<file path="config.mk">
export PLATFORM = sky130hd
export DESIGN_NAME = tpp_divider
export DESIGN_NICKNAME = d
export VERILOG_FILES = /design/src/rtl/core/tpp_pkg.sv /design/src/rtl/core/tpp_divider.sv
export SDC_FILE = /design/constraint.sdc
export NUM_CORES = 2
export LEC_CHECK = 0
export BUFFER_PORTS_ARGS = -buffer_cell sky130_fd_sc_hd__buf_4
export CAP_MARGIN = 15
export CORE_MARGIN = 4
export CORE_UTILIZATION = 25
export CTS_BUF_LIST = sky130_fd_sc_hd__clkbuf_2
export DETAILED_ROUTE_END_ITERATION = 12
export GPL_ROUTABILITY_DRIVEN = 0
export PLACE_DENSITY = 0.38
export SLEW_MARGIN = 20
export SYNTH_ARGS = -nofsm -noshare
export SYNTH_HDL_FRONTEND = slang
export SYNTH_SLANG_ARGS = --single-unit
</file>
<file path="constraint.sdc">
create_clock -name clk -period 8.65 [get_ports clk]
set_clock_uncertainty 0.05 [all_clocks]
set_input_delay 2.595 -clock clk [delete_from_list [all_inputs] [get_ports clk]]
set_output_delay 2.595 -clock clk [all_outputs]
set_load 0.01 [all_outputs]
</file>
<file path="src/rtl/core/tpp_pkg.sv">
// ----------------------------------------------------------------------------
// tpp_pkg
// Shared constants and types of the tilted paddle pair hit test pipeline.
// ----------------------------------------------------------------------------
package tpp_pkg;

	localparam int FRAC = 16;                // fraction bits of all fixed point values
	localparam int SINE_DEPTH = 1024;        // quarter wave table steps
	localparam int SINE_W = 17;              // table entry width, 0 .. 1.0
	localparam longint unsigned HALF_PI_Q30 = 64'd1686629713;

	localparam int NUM_W = 27;               // signed numerator width
	localparam int DEN_W = 25;               // signed denominator width
	localparam int QUO_W = 32;               // quotient bits, one per divider stage
	localparam int DIV_STEPS = QUO_W;

	localparam int FRONT_STAGES = 5;
	localparam int PLANE_STAGES = 6;

	// Register indexes of the write port
	localparam logic [2:0] CFG_SIN_TILT     = 3'd0;
	localparam logic [2:0] CFG_COS_TILT     = 3'd1;
	localparam logic [2:0] CFG_TAN_TILT     = 3'd2;
	localparam logic [2:0] CFG_SEC_TILT     = 3'd3;
	localparam logic [2:0] CFG_PLANE_GAP    = 3'd4;
	localparam logic [2:0] CFG_HALF_LENGTH  = 3'd5;
	localparam logic [2:0] CFG_HALF_BREADTH = 3'd6;
	localparam logic [2:0] CFG_SPARE        = 3'd7;

	// Track data that travels alongside the divider
	typedef struct packed {
		logic signed [19:0] x1;
		logic signed [19:0] y1;
		logic signed [17:0] st;
		logic signed [17:0] sp;
		logic signed [17:0] cp;
		logic               degen;
	} trk_t;

endpackage

</file>
<file path="src/rtl/core/tpp_divider.sv">
// ----------------------------------------------------------------------------
// tpp_divider
// Pipelined restoring divider: one quotient bit per stage, magnitude form.
// ----------------------------------------------------------------------------
module tpp_divider (
	input  logic                        clk,
	input  logic                        en,
	input  logic [tpp_pkg::NUM_W-1:0]   num_mag,
	input  logic [tpp_pkg::DEN_W-1:0]   den_mag,
	input  logic                        neg,
	output logic [tpp_pkg::QUO_W-1:0]   quo,
	output logic                        ovf,
	output logic                        quo_neg
);
	import tpp_pkg::*;

	localparam int RW = NUM_W + FRAC;
	localparam int CW = DEN_W + QUO_W;

	logic [RW-1:0]    rem_s [0:DIV_STEPS-1];
	logic [DEN_W-1:0] den_s [0:DIV_STEPS-1];
	logic [QUO_W-1:0] quo_s [0:DIV_STEPS-1];
	logic             ovf_s [0:DIV_STEPS-1];
	logic             neg_s [0:DIV_STEPS-1];

	for (genvar j = 0; j < DIV_STEPS; j++) begin : g_step
		localparam int B = QUO_W - 1 - j;
		logic [RW-1:0]    rem_in;
		logic [DEN_W-1:0] den_in;
		logic [QUO_W-1:0] quo_in;
		logic             ovf_in;
		logic             neg_in;
		logic [CW-1:0]    trial;
		logic             take;

		if (j == 0) begin : g_first
			assign rem_in = {num_mag, {FRAC{1'b0}}};
			assign den_in = den_mag;
			assign quo_in = '0;
			// quotient would not fit the quotient bits
			assign ovf_in = CW'(num_mag) >= (CW'(den_mag) << FRAC);
			assign neg_in = neg;
		end else begin : g_next
			assign rem_in = rem_s[j-1];
			assign den_in = den_s[j-1];
			assign quo_in = quo_s[j-1];
			assign ovf_in = ovf_s[j-1];
			assign neg_in = neg_s[j-1];
		end

		assign trial = CW'(den_in) << B;
		assign take = CW'(rem_in) >= trial;

		always_ff @(posedge clk) begin
			if (en) begin
				rem_s[j] <= take ? RW'(CW'(rem_in) - trial) : rem_in;
				quo_s[j] <= quo_in | (take ? (QUO_W'(1) << B) : '0);
				den_s[j] <= den_in;
				ovf_s[j] <= ovf_in;
				neg_s[j] <= neg_in;
			end
		end
	end

	assign quo = quo_s[DIV_STEPS-1];
	assign ovf = ovf_s[DIV_STEPS-1];
	assign quo_neg = neg_s[DIV_STEPS-1];

endmodule

</file>
==> flow_metrics.tcl <==
set metrics [dict create \
    status "finished clean" \
    min_path_type "reg -> reg" \
    grt_pass1_vias 77600 \
    finalHoldViolCount 0 \
    drv_slew 0 \
    arrival_ns 2.76 \
    cts_sinks 2324 \
    yosysUniqueCellTypes 97 \
    r2r_slack_ns 3.87 \
    synth_top_area_frac 0.596 \
    htreeDepth 6 \
    netlist_instances 9553 \
    ys_top_cells_by_count "2,324 x edfxtp_1, 898 x inv_1, 719 x ha_1" \
    initial_core_util 0.251 \
    p_leak_nw 51.5 \
    r2r_start "rem_s[1][570]" \
    yosysWarnings 0 \
    worstHoldEndpoint "quo_s[10][31]" \
    cts_made_buffers 663 \
    syn-num-nets 10400 \
    io_buffers 88 \
    postCtsSetupRepairBufs 0 \
    cts_tree "yes" \
    cp_top_family "flip-flops" \
    synthTopCellsByArea "edfxtp_1 60%, ha_1 7.7%, inv_1 2.9%" \
    worstPathCellList "buf_4" \
    grt_use_total 0.120 \
    root_buffer "clkbuf_2" \
    clock_latency_ns 2.07 \
    vias 75900 \
    r2r_cells 15 \
    fin_tns_setup_ns 0 \
    fin_crit_sh 0.625 \
    min_period_ns 5.41 \
    cts-hold-fix-buffers 0 \
    die_x_um 692 \
    final_antenna_net_count 0 \
    drc 0 \
    setup_viol 0 \
    rr_endpoint "rem_s[1][638]" \
    async_flop_share 0 \
    grt_setup_unrepaired "false" \
    area_growth_pct 12.5 \
    io_pins 89 \
    drt_iter0_markers 4730 \
    cts_resized 0 \
    post-synth-top-area-cell "edfxtp_1" \
    clock_path_buffers 4 \
    synth-edff-count 2324 \
    min_from "quo_s[9][63]" \
    synth_ff_type "edfxtp_1" \
    grt.overflow.total 0 \
    rows 251 \
    path_max_fanout 1 \
    synth_area_per_cell_um2 12.3 \
    firstDrtPassIters 6 \
    cp-end-kind "primary output" \
    crit_path_top_delay_cell "edfxtp_1" \
    syn_area_um2 117000 \
    fill_cells 48100 \
    power_density_nw_per_um2 272 \
    drt_wl_total_um 296000 \
    required_ns 6.01 \
    finalPower_w 0.0358 \
    whs_path_depth 0 \
    die_area_um2 479000 \
    tightest_slew_ns 1.20 \
    slew_headroom 0.202 \
    final_nets 11000 \
    worst_ir_drop_vdd_uv 149 \
    path_clk_slew_ns 0.09 \
    setup.worst_path.start_class "register" \
    grt_pass1_wl_um 458000 \
    crit_type "reg -> out" \
    viasPerCell 4.50 \
    antenna_found_initial 9 \
    drt-wirelength-per-cell_um 17.5 \
    synth_seq_area_share 0.596 \
    path_buf_inv 1 \
    post-dp-hpwl_um 215000 \
    cp.depth 1 \
    critPathMaxStageDelay_ns 0.53 \
    coreArea_um2 467000 \
    drive_above_1_share 0.140 \
    yosysMostFrequentCell "edfxtp_1" \
    grt_max_degree 175 \
    die_h_um 692 \
    drv_cap 0 \
    ys_ff_latch 2324 \
    fmax_mhz 185 \
]
placed cells by master, fill, tap and decap left out, drive strengths merged, types with 35 or more instances in the layout:
| cell type | n |
|---|---|
| ha | 719 |
| xor2 | 299 |
| xnor2 | 376 |
| a21o | 300 |
| edfxtp | 2324 |
| a21oi | 652 |
| nor4 | 88 |
| nand3 | 146 |
| clkbuf | 944 |
| mux2 | 220 |
| inv | 922 |
| or3 | 51 |
| buf | 148 |
| or2 | 35 |
| o21bai | 61 |
| clkinv | 177 |
| a211oi | 58 |
| o211ai | 37 |
| o21ai | 599 |
| nor2 | 536 |
| o31ai | 55 |
| nor3 | 172 |
| o21a | 99 |
| nand2 | 655 |
| nand2b | 120 |
| and3 | 77 |
| nand4 | 97 |
| nor2b | 124 |
| a31oi | 67 |
per-layer routing:
layer,wire length [um],global-route usage,vias to the layer above
li1,-,-,36900
met1,131000,0.154,36700
met2,141000,0.203,1719
met3,15300,0.0241,574
met4,7970,0.0385,12
met5,76,0,-
sequential cells by signal, indices dropped and copies added, names as in the netlist:
name and flops:
rem_s 957, neg_s 32, quo_s 528, den_s 775, ovf_s 32
logic make-up after synthesis:
logic type / Yosys count / synth area share
flops: 2324 / 0.596
simple gates: 2261 / 0.0944
compound gates: 2213 / 0.118
buf+inv: 1088 / 0.0355
fa+ha+maj: 750 / 0.0821
xor+xnor: 675 / 0.0505
mux: 242 / 0.0234
layout make-up:
class | instances | area (um2) | area share
Sequential cell | 2324 | 69800 | 0.530
Timing Repair Buffer | 148 | 1290 | 0.00982
Antenna cell | 14 | 35.0 | 0.000266
Clock buffer | 944 | 4720 | 0.0359
Multi-Input combinational cell | 6141 | 43300 | 0.329
Tap cell | 6198 | 7750 | 0.0589
Inverter | 902 | 3390 | 0.0257
Clock inverter | 216 | 1460 | 0.0111
metrics by stage:
stage           util  area [um2]  hold slack, ns  setup WS [ns]  std cells
3_3_place_gp   0.269      125000           0.350           2.81      15700
4_1_cts        0.282      132000          0.0538           2.70      16900
6_report       0.282      132000           0.273           3.24      16900
3_5_place_dp   0.269      125000           0.355           2.80      15700
2_1_floorplan      -      117000           0.350           3.66       9553
5_1_grt        0.282      132000           0.189           2.83      16900
power breakdown:
group          internal (W)  total [W]  switching [W]
clock               0.00339    0.00841        0.00502
combinational       0.00474     0.0113        0.00660
sequential           0.0148     0.0161        0.00130
total                0.0229     0.0358         0.0129
how the worst max path moves through the flow:
stage          slack [ns]            to     startpoint
2_1_floorplan        3.66  rem_s[0][36]     den_mag[1]
3_3_place_gp         2.81  rem_s[0][34]     num_mag[7]
3_5_place_dp         2.80  rem_s[0][39]     num_mag[7]
4_1_cts              2.70        quo[4]  quo_s[15][36]
5_1_grt              2.83       quo[22]  quo_s[15][54]
6_report             3.24        quo[1]  quo_s[15][33]
(Power assumes the default switching activity.)
